File: src/rtl/core/jsu_pkg.sv
// Shared types, codes and helpers for the JSON string unescape block.
// Depends on nothing; imported by every module of the block.
package jsu_pkg;

  typedef enum logic [1:0] {
    MODE_NORMAL = 2'd0,
    MODE_ESCAPE = 2'd1,
    MODE_HEX    = 2'd2
  } mode_e;

  typedef enum logic [2:0] {
    ST_DATA         = 3'd0,
    ST_CLOSED       = 3'd1,
    ST_BAD_HEX      = 3'd2,
    ST_UNSUPPORTED  = 3'd3,
    ST_UNTERMINATED = 3'd4,
    ST_INCOMPLETE   = 3'd5
  } status_e;

  localparam int unsigned MaxResults = 3;

  localparam logic [7:0] ChQuote     = 8'h22;
  localparam logic [7:0] ChBackslash = 8'h5C;
  localparam logic [7:0] ChSlash     = 8'h2F;
  localparam logic [7:0] ChLowerB    = 8'h62;
  localparam logic [7:0] ChLowerF    = 8'h66;
  localparam logic [7:0] ChLowerN    = 8'h6E;
  localparam logic [7:0] ChLowerR    = 8'h72;
  localparam logic [7:0] ChLowerT    = 8'h74;
  localparam logic [7:0] ChLowerU    = 8'h75;

  localparam logic [7:0] CtlBackspace = 8'h08;
  localparam logic [7:0] CtlFormFeed  = 8'h0C;
  localparam logic [7:0] CtlNewline   = 8'h0A;
  localparam logic [7:0] CtlReturn    = 8'h0D;
  localparam logic [7:0] CtlTab       = 8'h09;

  localparam logic [15:0] OneByteMax = 16'h007F;
  localparam logic [15:0] TwoByteMax = 16'h07FF;
  localparam logic [7:0]  LeadTwo    = 8'hC0;
  localparam logic [7:0]  LeadThree  = 8'hE0;
  localparam logic [7:0]  ContMark   = 8'h80;

  // Group of results that one input word produces.
  typedef struct packed {
    logic [MaxResults-1:0][7:0] bytes;
    status_e                    status;  // applies to the first result only
    logic [1:0]                 count;   // 0 to 3 results
  } bundle_t;

  typedef struct packed {
    logic       ok;
    logic [3:0] val;
  } nibble_t;

  function automatic nibble_t hex_nibble(input logic [7:0] c);
    nibble_t    n;
    logic [7:0] diff;
    n    = '0;
    diff = '0;
    case (c) inside
      [8'h30:8'h39]: begin
        diff = c - 8'h30;
        n.ok = 1'b1;
      end
      [8'h61:8'h66]: begin
        diff = c - 8'h57;
        n.ok = 1'b1;
      end
      [8'h41:8'h46]: begin
        diff = c - 8'h37;
        n.ok = 1'b1;
      end
      default: n.ok = 1'b0;
    endcase
    n.val = diff[3:0];
    return n;
  endfunction

endpackage

File: src/rtl/core/jsu_decode.sv
// Escape decoder: mode, hex gathering and UTF-8 encoding for one word.
// Depends on jsu_pkg; state advances only when the word moves on.
module jsu_decode (
  input  logic             clk_i,
  input  logic             rst_ni,
  input  logic             advance_i,
  input  logic [7:0]       data_byte_i,
  input  logic             input_end_i,
  output jsu_pkg::bundle_t bundle_o
);
  import jsu_pkg::*;

  mode_e       mode_q, mode_d;
  logic [1:0]  cnt_q, cnt_d;
  logic [15:0] cp_q, cp_d;
  logic        err_q, err_d;

  nibble_t     nib;
  logic [15:0] cp_new;
  logic        err_new;

  assign nib     = hex_nibble(data_byte_i);
  assign cp_new  = nib.ok ? {cp_q[11:0], nib.val} : cp_q;
  assign err_new = err_q | ~nib.ok;

  always_comb begin
    bundle_o = '0;
    bundle_o.status = ST_DATA;
    mode_d = mode_q;
    cnt_d  = cnt_q;
    cp_d   = cp_q;
    err_d  = err_q;
    if (input_end_i) begin
      bundle_o.status = (mode_q == MODE_HEX) ? ST_INCOMPLETE : ST_UNTERMINATED;
      bundle_o.count  = 2'd1;
      mode_d = MODE_NORMAL;
      cnt_d  = '0;
      cp_d   = '0;
      err_d  = 1'b0;
    end else begin
      case (mode_q)
        MODE_ESCAPE: begin
          mode_d = MODE_NORMAL;
          cnt_d  = '0;
          cp_d   = '0;
          err_d  = 1'b0;
          bundle_o.count = 2'd1;
          case (data_byte_i)
            ChQuote, ChBackslash, ChSlash: bundle_o.bytes[0] = data_byte_i;
            ChLowerB: bundle_o.bytes[0] = CtlBackspace;
            ChLowerF: bundle_o.bytes[0] = CtlFormFeed;
            ChLowerN: bundle_o.bytes[0] = CtlNewline;
            ChLowerR: bundle_o.bytes[0] = CtlReturn;
            ChLowerT: bundle_o.bytes[0] = CtlTab;
            ChLowerU: begin
              mode_d = MODE_HEX;
              bundle_o.count = 2'd0;
            end
            default: bundle_o.status = ST_UNSUPPORTED;
          endcase
        end
        MODE_HEX: begin
          cp_d  = cp_new;
          err_d = err_new;
          cnt_d = cnt_q + 2'd1;
          if (cnt_q == 2'd3) begin
            mode_d = MODE_NORMAL;
            cnt_d  = '0;
            cp_d   = '0;
            err_d  = 1'b0;
            if (err_new) begin
              bundle_o.status = ST_BAD_HEX;
              bundle_o.count  = 2'd1;
            end else if (cp_new <= OneByteMax) begin
              bundle_o.bytes[0] = cp_new[7:0];
              bundle_o.count    = 2'd1;
            end else if (cp_new <= TwoByteMax) begin
              bundle_o.bytes[0] = LeadTwo | {3'b000, cp_new[10:6]};
              bundle_o.bytes[1] = ContMark | {2'b00, cp_new[5:0]};
              bundle_o.count    = 2'd2;
            end else begin
              bundle_o.bytes[0] = LeadThree | {4'h0, cp_new[15:12]};
              bundle_o.bytes[1] = ContMark | {2'b00, cp_new[11:6]};
              bundle_o.bytes[2] = ContMark | {2'b00, cp_new[5:0]};
              bundle_o.count    = 2'd3;
            end
          end
        end
        default: begin
          if (data_byte_i == ChQuote) begin
            bundle_o.status = ST_CLOSED;
            bundle_o.count  = 2'd1;
            mode_d = MODE_NORMAL;
            cnt_d  = '0;
            cp_d   = '0;
            err_d  = 1'b0;
          end else if (data_byte_i == ChBackslash) begin
            mode_d = MODE_ESCAPE;
          end else begin
            mode_d = MODE_NORMAL;
            bundle_o.bytes[0] = data_byte_i;
            bundle_o.count    = 2'd1;
          end
        end
      endcase
    end
  end

  always_ff @(posedge clk_i or negedge rst_ni) begin
    if (!rst_ni) begin
      mode_q <= MODE_NORMAL;
      cnt_q  <= '0;
      cp_q   <= '0;
      err_q  <= 1'b0;
    end else if (advance_i) begin
      mode_q <= mode_d;
      cnt_q  <= cnt_d;
      cp_q   <= cp_d;
      err_q  <= err_d;
    end
  end

endmodule

File: src/rtl/core/jsu_outq.sv
// Result register: holds one group of up to three results, sends one per cycle
// while out_stall_i is low. Depends on jsu_pkg.
module jsu_outq (
  input  logic             clk_i,
  input  logic             rst_ni,
  input  logic             load_i,
  input  jsu_pkg::bundle_t bundle_i,
  output logic             ready_o,
  output logic             out_valid_o,
  input  logic             out_stall_i,
  output logic [7:0]       out_byte_o,
  output logic [2:0]       status_o,
  output logic             last_o
);
  import jsu_pkg::*;

  bundle_t    bundle_q;
  logic       busy_q;
  logic [1:0] idx_q;
  logic       fire;
  logic       done;

  assign out_valid_o = busy_q;
  assign out_byte_o  = bundle_q.bytes[idx_q];
  assign status_o    = (idx_q == 2'd0) ? bundle_q.status : ST_DATA;
  assign last_o      = (idx_q == bundle_q.count - 2'd1);
  assign fire        = busy_q & ~out_stall_i;
  assign done        = fire & last_o;
  // Free now, or the final word of the group leaves this cycle.
  assign ready_o     = ~busy_q | done;

  always_ff @(posedge clk_i or negedge rst_ni) begin
    if (!rst_ni) begin
      busy_q <= 1'b0;
      idx_q  <= '0;
    end else if (load_i) begin
      busy_q <= 1'b1;
      idx_q  <= '0;
    end else if (fire) begin
      if (last_o) begin
        busy_q <= 1'b0;
      end else begin
        idx_q <= idx_q + 2'd1;
      end
    end
  end

  always_ff @(posedge clk_i) begin
    if (load_i) begin
      bundle_q <= bundle_i;
    end
  end

  a_count_nonzero: assert property (@(posedge clk_i) disable iff (!rst_ni)
    busy_q |-> (bundle_q.count != 2'd0))
    else $error("result group held with no results");

  a_idx_in_range: assert property (@(posedge clk_i) disable iff (!rst_ni)
    busy_q |-> (idx_q < bundle_q.count))
    else $error("result index past group size");

  a_hold_on_stall: assert property (@(posedge clk_i) disable iff (!rst_ni)
    (busy_q && out_stall_i && !load_i) |=> (busy_q && $stable(idx_q)))
    else $error("result advanced while stalled");

  a_status_single: assert property (@(posedge clk_i) disable iff (!rst_ni)
    (out_valid_o && (status_o != ST_DATA)) |-> last_o)
    else $error("non-data status not alone in its group");

  a_load_only_free: assert property (@(posedge clk_i) disable iff (!rst_ni)
    load_i |-> ready_o)
    else $error("group loaded over a pending one");

endmodule

File: src/rtl/core/json_string_unescape_utf8_top.sv
// Accepted words are registered, then their results load the result register.
// Throughput: one word per cycle unless stalled; a word with several results
// (a \u escape of 2 or 3 UTF-8 bytes) holds the result register until all leave.
// Reset: rst_ni, asynchronous active low, empties the input and result registers
// and returns the decoder to normal byte mode.
// Depends on jsu_pkg, jsu_decode and jsu_outq.
module json_string_unescape_utf8_top (
  input  logic       clk_i,
  input  logic       rst_ni,
  input  logic       in_valid_i,
  output logic       in_stall_o,
  input  logic [7:0] data_byte_i,
  input  logic       input_end_i,
  output logic       out_valid_o,
  input  logic       out_stall_i,
  output logic [7:0] out_byte_o,
  output logic [2:0] status_o,
  output logic       last_o
);
  import jsu_pkg::*;

  logic       in_vld_q;
  logic [7:0] data_q;
  logic       end_q;
  logic       in_accept;
  logic       advance;
  logic       load;
  logic       q_ready;
  bundle_t    bundle;

  // Words with no result move on regardless of the result register.
  assign advance    = in_vld_q & ((bundle.count == 2'd0) | q_ready);
  assign load       = advance & (bundle.count != 2'd0);
  assign in_stall_o = in_vld_q & ~advance;
  assign in_accept  = in_valid_i & ~in_stall_o;

  always_ff @(posedge clk_i or negedge rst_ni) begin
    if (!rst_ni) begin
      in_vld_q <= 1'b0;
    end else if (in_accept) begin
      in_vld_q <= 1'b1;
    end else if (advance) begin
      in_vld_q <= 1'b0;
    end
  end

  always_ff @(posedge clk_i) begin
    if (in_accept) begin
      data_q <= data_byte_i;
      end_q  <= input_end_i;
    end
  end

  jsu_decode u_decode (
    .clk_i       (clk_i),
    .rst_ni      (rst_ni),
    .advance_i   (advance),
    .data_byte_i (data_q),
    .input_end_i (end_q),
    .bundle_o    (bundle)
  );

  jsu_outq u_outq (
    .clk_i       (clk_i),
    .rst_ni      (rst_ni),
    .load_i      (load),
    .bundle_i    (bundle),
    .ready_o     (q_ready),
    .out_valid_o (out_valid_o),
    .out_stall_i (out_stall_i),
    .out_byte_o  (out_byte_o),
    .status_o    (status_o),
    .last_o      (last_o)
  );

endmodule

File: config.mk
export PLATFORM = sky130hd
export DESIGN_NAME = json_string_unescape_utf8_top
export DESIGN_NICKNAME = d
export VERILOG_FILES = /design/src/rtl/core/jsu_pkg.sv /design/src/rtl/core/jsu_decode.sv /design/src/rtl/core/jsu_outq.sv /design/src/rtl/core/json_string_unescape_utf8_top.sv
export SDC_FILE = /design/constraint.sdc
export NUM_CORES = 1
export LEC_CHECK = 0
export BUFFER_PORTS_ARGS = -buffer_cell sky130_fd_sc_hd__buf_2
export CAP_MARGIN = 10
export CORE_ASPECT_RATIO = 2
export CORE_MARGIN = 3
export CORE_UTILIZATION = 38
export CTS_CLUSTER_SIZE = 24
export DETAILED_ROUTE_END_ITERATION = 7
export GPL_ROUTABILITY_DRIVEN = 0
export PLACE_DENSITY_LB_ADDON = 0.1
export SYNTH_ARGS = -nofsm -noshare
export SYNTH_HDL_FRONTEND = slang
export SYNTH_SLANG_ARGS = --single-unit
export TNS_END_PERCENT = 20
File: constraint.sdc
create_clock -name clk_i -period 3.7 [get_ports clk_i]
set_input_delay 0.74 -clock clk_i [delete_from_list [all_inputs] [get_ports clk_i]]
set_output_delay 0.74 -clock clk_i [all_outputs]
set_load 0.005 [all_outputs]
==> results.cfg, run 1 <==
[clock_tree]
path_clk_slew_ns = 0.06
post_cts_resized = 0
cts_hold_buffers = 0
clock_latency_ns = 0.34
cts_buffer_depth = 2
cts_setup_buffers = 0
numCtsBuffers = 9
cts_sinks = 61
root_buffer = clkbuf_16
cts_tree = done
htreeDepth = 3

[timing]
tns_ns = 0
fin_crit_ns = 3.36
min_period_over_period_pct = 90.7
finalHoldViolCount = 0
fin_ws_ns = 0.344
fmax_mhz = 298
maxSlewHeadroom_pct = 46.9
holdWs_ns = 0.420
fin_skew_ns = 0.00976
rsz0062_at_grt = false
finalMaxSlewViolations = 0
worstMarginPinSlew_ns = 0.790
report.final.setup_viol = 0

[pwr]
ir_drop_uv = 403
p_per_area_nw_per_um2 = 664
p_leak_nw = 1.60

[logic_synthesis]
yosys_warnings = 0
synth_cell_types = 67
async_flop_share_pct = 41.0
syn_avg_cell_area_um2 = 10.1
synth_cells = 353
synth_nets = 374
ys_seq_area_share_pct = 47.7
synth_edf_count = 36
syn_area_um2 = 3580
yosys_most_used_dff = edfxtp_1
synth_seq_cells = 61

[flow_run]
maxCapViolations = 0

[setup_path]
ff2ff_path_depth = 8
crit_fanout = 8
rrSetupSlack_ns = 0.65
cp.arrival_ns = 2.62
worstSetupStartpointType = flop
end_kind = output port
critPathKind = flop to output port
cp.required_ns = 2.96

[floorplanning]
ioPinCount = 27
die_height_um = 143
core_area_um2 = 9070
dieArea_um2 = 10700
initial_core_util_pct = 39.5
rows = 49
die_w_um = 74.6

[routing]
firstDrtPassIters = 4
drt_iter0_drc = 257
drc_errors = 0
via_count = 2919
avgViaCountPerCell = 5.97
wl_um = 9800
wl_per_cell_um = 20.0
ant_nets = 0

[global_routing]
use_met1_pct = 21.2
overflow = 0
grt_usage_pct = 20.2
grt_pass1_vias = 2893
antenna_found_initial = 0
grt_pass1_wl_um = 15800
busiest_layer = met2
use_met2_pct = 36.8
grt_max_degree = 28
grt_use_met3_pct = 4.16

[place]
port-buffer-count = 26
place_area_um2 = 3810
hpwl_um = 7530
post-place-ws_ns = 0.658

[finish]
final_area_um2 = 4120
antennaDiodeCount = 0
layout-drive-gt1-share_pct = 16.5
fillers = 885
multi_input_area_um2 = 1760
final_nets = 403
utilization_pct = 45.4
area_delta_synth_final_pct = 15.0
seq_area_um2 = 1710

[hold_path]
hold_path_class = primary input to async pin

[status]
outcome = finished clean
flip-flops by register name, indices dropped and copies added (netlist names):
name                flops
u_decode.cnt_q          2
u_decode.mode_q         2
u_decode.err_q          1
in_vld_q                1
u_outq.idx_q            2
end_q                   1
data_q                  8
u_outq.bundle_q        27
u_outq.out_valid_o      1
u_decode.cp_q          16
cell type report:
class	count	share of cell area, %
multi-input cells	265	42.6
flip-flops and latches	61	41.4
clock buffers	12	6.23
repair buffers	32	4.25
well taps	102	3.10
inverters	13	1.19
clock inverters	4	1.15
Yosys cell counts (4+ instances only):
master,n,share of area (%)
nor3_1,9,1.3
inv_1,13,1.4
mux2i_1,11,3.1
a21oi_1,16,2.2
o211ai_1,4,0.84
nand3_1,5,0.70
a22oi_1,4,0.84
ha_1,8,2.8
nor2b_1,12,2.1
dfrtp_1,25,17
a311oi_1,4,0.98
or2_2,4,0.70
clkbuf_1,6,0.63
nand2b_1,4,0.70
o21ai_0,28,3.9
edfxtp_1,36,30
buf_2,6,0.84
nand2_1,50,5.2
or4_1,4,0.84
and2_1,7,1.2
nor2_1,16,1.7
a22o_1,14,3.4
nor4_1,6,1.0
logic make-up (layout without fill, tap and decap cells):
| kind of cell | count (synthesis) | in the layout | share of synthesized area (%) |
|---|---|---|---|
| AND/OR/NAND/NOR | 133 | 133 | 19.4 |
| AO/OA/AOI/OAI | 109 | 109 | 22.5 |
| flip-flops | 61 | 61 | 47.7 |
| buffers and inverters | 27 | 61 | 3.36 |
| multiplexers | 13 | 13 | 3.71 |
| adder cells (fa/ha/maj) | 8 | 8 | 2.80 |
| XOR/XNOR | 2 | 2 | 0.489 |
metal layers:
metal | up-vias | share of wire, %
met5 | - | 0
met4 | 0 | 3.4
met3 | 28 | 2.9
met2 | 62 | 57
met1 | 1436 | 36
li1 | 1393 | -
cell usage in the layout (no fill, tap or decap), types with 4 or more instances in the layout:
cell type	synthesis	layout
nand2_1	50	50
edfxtp_1	36	36
o21ai_0	28	28
buf_2	6	26
dfrtp_1	25	25
nor2_1	16	16
a21oi_1	16	16
a22o_1	14	14
inv_1	13	13
mux2i_1	11	11
nor2b_1	12	11
nor3_1	9	9
clkbuf_16	0	9
ha_1	8	8
and2_1	7	7
nor4_1	6	6
buf_4	1	6
nand3_1	5	5
or2_2	4	4
o211ai_1	4	4
nand2b_1	4	4
a311oi_1	4	4
a22oi_1	4	4
or4_1	4	4
final timing paths:
check / from / to
min: rst_ni / u_decode.err_q
min reg2reg: u_decode.cp_q[14] / u_decode.cp_q[14]
max: data_q[1] / in_stall_o
max in group asynchronous: rst_ni / u_decode.cp_q[0]
min in group clk_i: u_decode.cp_q[14] / u_decode.cp_q[14]
max reg2reg: data_q[0] / u_outq.bundle_q[6]
worst max-delay path: stages (launching register included):
cell and delay [ns]:
edfxtp_1 0.50, ha_1 0.32, nor3b_1 0.21, a2111oi_1 0.73, a31oi_1 0.10, nand2_1 0.18
nor2_1 0.08, buf_2 0.16
report_power, final:
part | switching (mW) | internal [mW]
clock network | 0.294 | 0.555
registers | 0.155 | 0.917
logic | 0.482 | 0.332
through the flow:
stage / instances / power [mW]
3_3_place_gp: 473 / 1.90
4_1_cts: 489 / 2.77
2_1_floorplan: 353 / 1.61
6_report: 489 / 2.74
3_5_place_dp: 473 / 1.91
5_1_grt: 489 / 2.90
Power figures use the tool's default switching activity.
==> run 2, diff against run 1 <==
--- a/config.mk
+++ b/config.mk
@@ -6,13 +6,13 @@
 export NUM_CORES = 1
 export LEC_CHECK = 0
 export BUFFER_PORTS_ARGS = -buffer_cell sky130_fd_sc_hd__buf_2
-export CAP_MARGIN = 10
 export CORE_ASPECT_RATIO = 2
 export CORE_MARGIN = 3
 export CORE_UTILIZATION = 38
 export CTS_CLUSTER_SIZE = 24
 export DETAILED_ROUTE_END_ITERATION = 7
 export GPL_ROUTABILITY_DRIVEN = 0
+export GPL_TIMING_DRIVEN = 0
 export PLACE_DENSITY_LB_ADDON = 0.1
 export SYNTH_ARGS = -nofsm -noshare
 export SYNTH_HDL_FRONTEND = slang
==> run 2 against run 1 <==
  * Sequential share of layout area decreased by 0.56 points
  * Cell area increased by 1.4%
  * Highest routed layer unchanged
  * Largest power group unchanged
  * Clock power up 4.4%
  * Wire length rose by 0.27%
  * Sequential power down 6%
  * Worst setup slack lost 0.096 ns
  * Non-clock buffer count is 9 higher
  * Critical endpoint unchanged
  * Critical path depth is 2 higher
  * Clock skew fell by 0.0037 ns
  * Hold slack got worse by 0.012 ns
==> results.cfg, run 2 (synthesis results as in run 1) <==
[global_routing]
overflow = 0
grt_pass1_vias = 2963
grt_pass1_wl_um = 15600
antenna_found_initial = 0
grt_usage_pct = 19.7
grt_max_degree = 26

[clock_tree]
cts_hold_buffers = 0
numCtsBuffers = 9
path_clk_slew_ns = 0.05
cts_buffer_depth = 2
cts_sinks = 61
cts_tree = done
root_buffer = clkbuf_16
htreeDepth = 3
clock_latency_ns = 0.33

[floorplanning]
core_area_um2 = 9070
die_w_um = 74.6
initial_core_util_pct = 39.5
ioPinCount = 27
rows = 49
dieArea_um2 = 10700
die_height_um = 143

[setup_path]
critPathKind = flop to output port
max_stage_delay_ns = 0.57
cp_num_buf_inv = 3
crit_fanout = 10
slowest_stage = a2111oi_2
cp.arrival_ns = 2.71
end_kind = output port
cp.required_ns = 2.96
critPathMostFrequentCell = buf_2
worstSetupStartpointType = flop
crit_chain = buf_2 > inv_1 > ha_1 > nor3b_2 > a2111oi_2 > a31oi_1 > nand2_1 > nor2_1 > buf_2
cp_top_family = compound AO/OA/AOI/OAI gates

[routing]
wl_um = 9830
via_count = 2933
drc_errors = 0
ant_nets = 0
firstDrtPassIters = 4
avgViaCountPerCell = 5.89
drt_iter0_drc = 213
wl_per_cell_um = 19.7

[finish]
final_cells = 498
antennaDiodeCount = 0
final_cell_mix = 50 x nand2_1, 36 x edfxtp_1, 32 x buf_2
final_nets = 412
layout-drive-gt1-share_pct = 16.9
utilization_pct = 46.0
largest_reg_flops = 27
area_delta_synth_final_pct = 16.6
final_common_cell = nand2_1
largest-register = u_outq.bundle_q
largestRegisters = u_outq.bundle_q: 27 flops, u_decode.cp_q: 16 flops, data_q: 8 flops

[pwr]
p_total_mw = 2.80
p_per_area_nw_per_um2 = 670
p_leak_nw = 1.63
ir_drop_uv = 304

[hold_path]
hold_path_class = primary input to async pin

[timing]
fin_skew_ns = 0.00604
maxSlewHeadroom_pct = 50.1
finalMaxSlewViolations = 0
report.final.setup_viol = 0
holdWs_ns = 0.408
fin_crit_ns = 3.45
finalHoldViolCount = 0
rsz0062_at_grt = false
fmax_mhz = 290
worstMarginPinSlew_ns = 0.744
min_period_over_period_pct = 93.3
tns_ns = 0

[place]
place_inst = 482
hpwl_um = 7550
port-buffer-count = 26

[flow_run]
maxCapViolations = 0

[status]
outcome = finished clean
[run 2: worst paths after layout]
check / slack [ns] / cells after the start / start / end
max: 0.25 / 9 / data_q[0] / in_stall_o
min: 0.41 / 1 / rst_ni / u_outq.idx_q[1]
max reg2reg: 0.35 / 9 / data_q[0] / u_outq.bundle_q[6]
min reg2reg: 0.49 / 1 / u_decode.cp_q[14] / u_decode.cp_q[14]
max in group asynchronous: 2.89 / 1 / rst_ni / u_decode.cp_q[2]
min in group clk_i: 0.49 / 1 / u_decode.cp_q[14] / u_decode.cp_q[14]
[run 2: power breakdown]
| part | switching, mW | internal [mW] | leakage [nW] |
|---|---|---|---|
| combinational | 0.552 | 0.352 | 0.807 |
| clock | 0.300 | 0.586 | 0.147 |
| sequential | 0.0910 | 0.917 | 0.671 |
| total | 0.944 | 1.85 | 1.63 |
[run 2: per-stage QoR]
step | cell area [um2] | worst slack, ns
finish | 4170 | 0.248
global route | 4170 | 0.0447
CTS | 4160 | 0.00170
detailed placement | 3850 | 0.230
global placement | 3840 | -0.547
floorplan | 3580 | 0.366
[run 2: layout make-up]
type | count | area, um2
inverters | 13 | 48.8
multi-input cells | 265 | 1770
clock buffers | 11 | 233
clock inverters | 5 | 76.3
repair buffers | 27 | 145
well taps | 102 | 128
flip-flops and latches | 61 | 1710
plain buffers | 14 | 71.3
fillers | 871 | 4900
[run 2: timing repair]
action	in CTS	in global routing
buffers inserted	0	0
gates resized for setup	0	2
endpoints found under the hold margin	0	0
setup endpoints to repair	0	10
[run 2: layer usage]
metal  global-route usage, %  vias up  routed length (um)
met1                    19.8     1440                3520
met4                    8.82        0                 300
met3                    4.16       23                 247
met2                    37.1       60                5760
met5                       0        -                   0
li1                        -     1410                   -
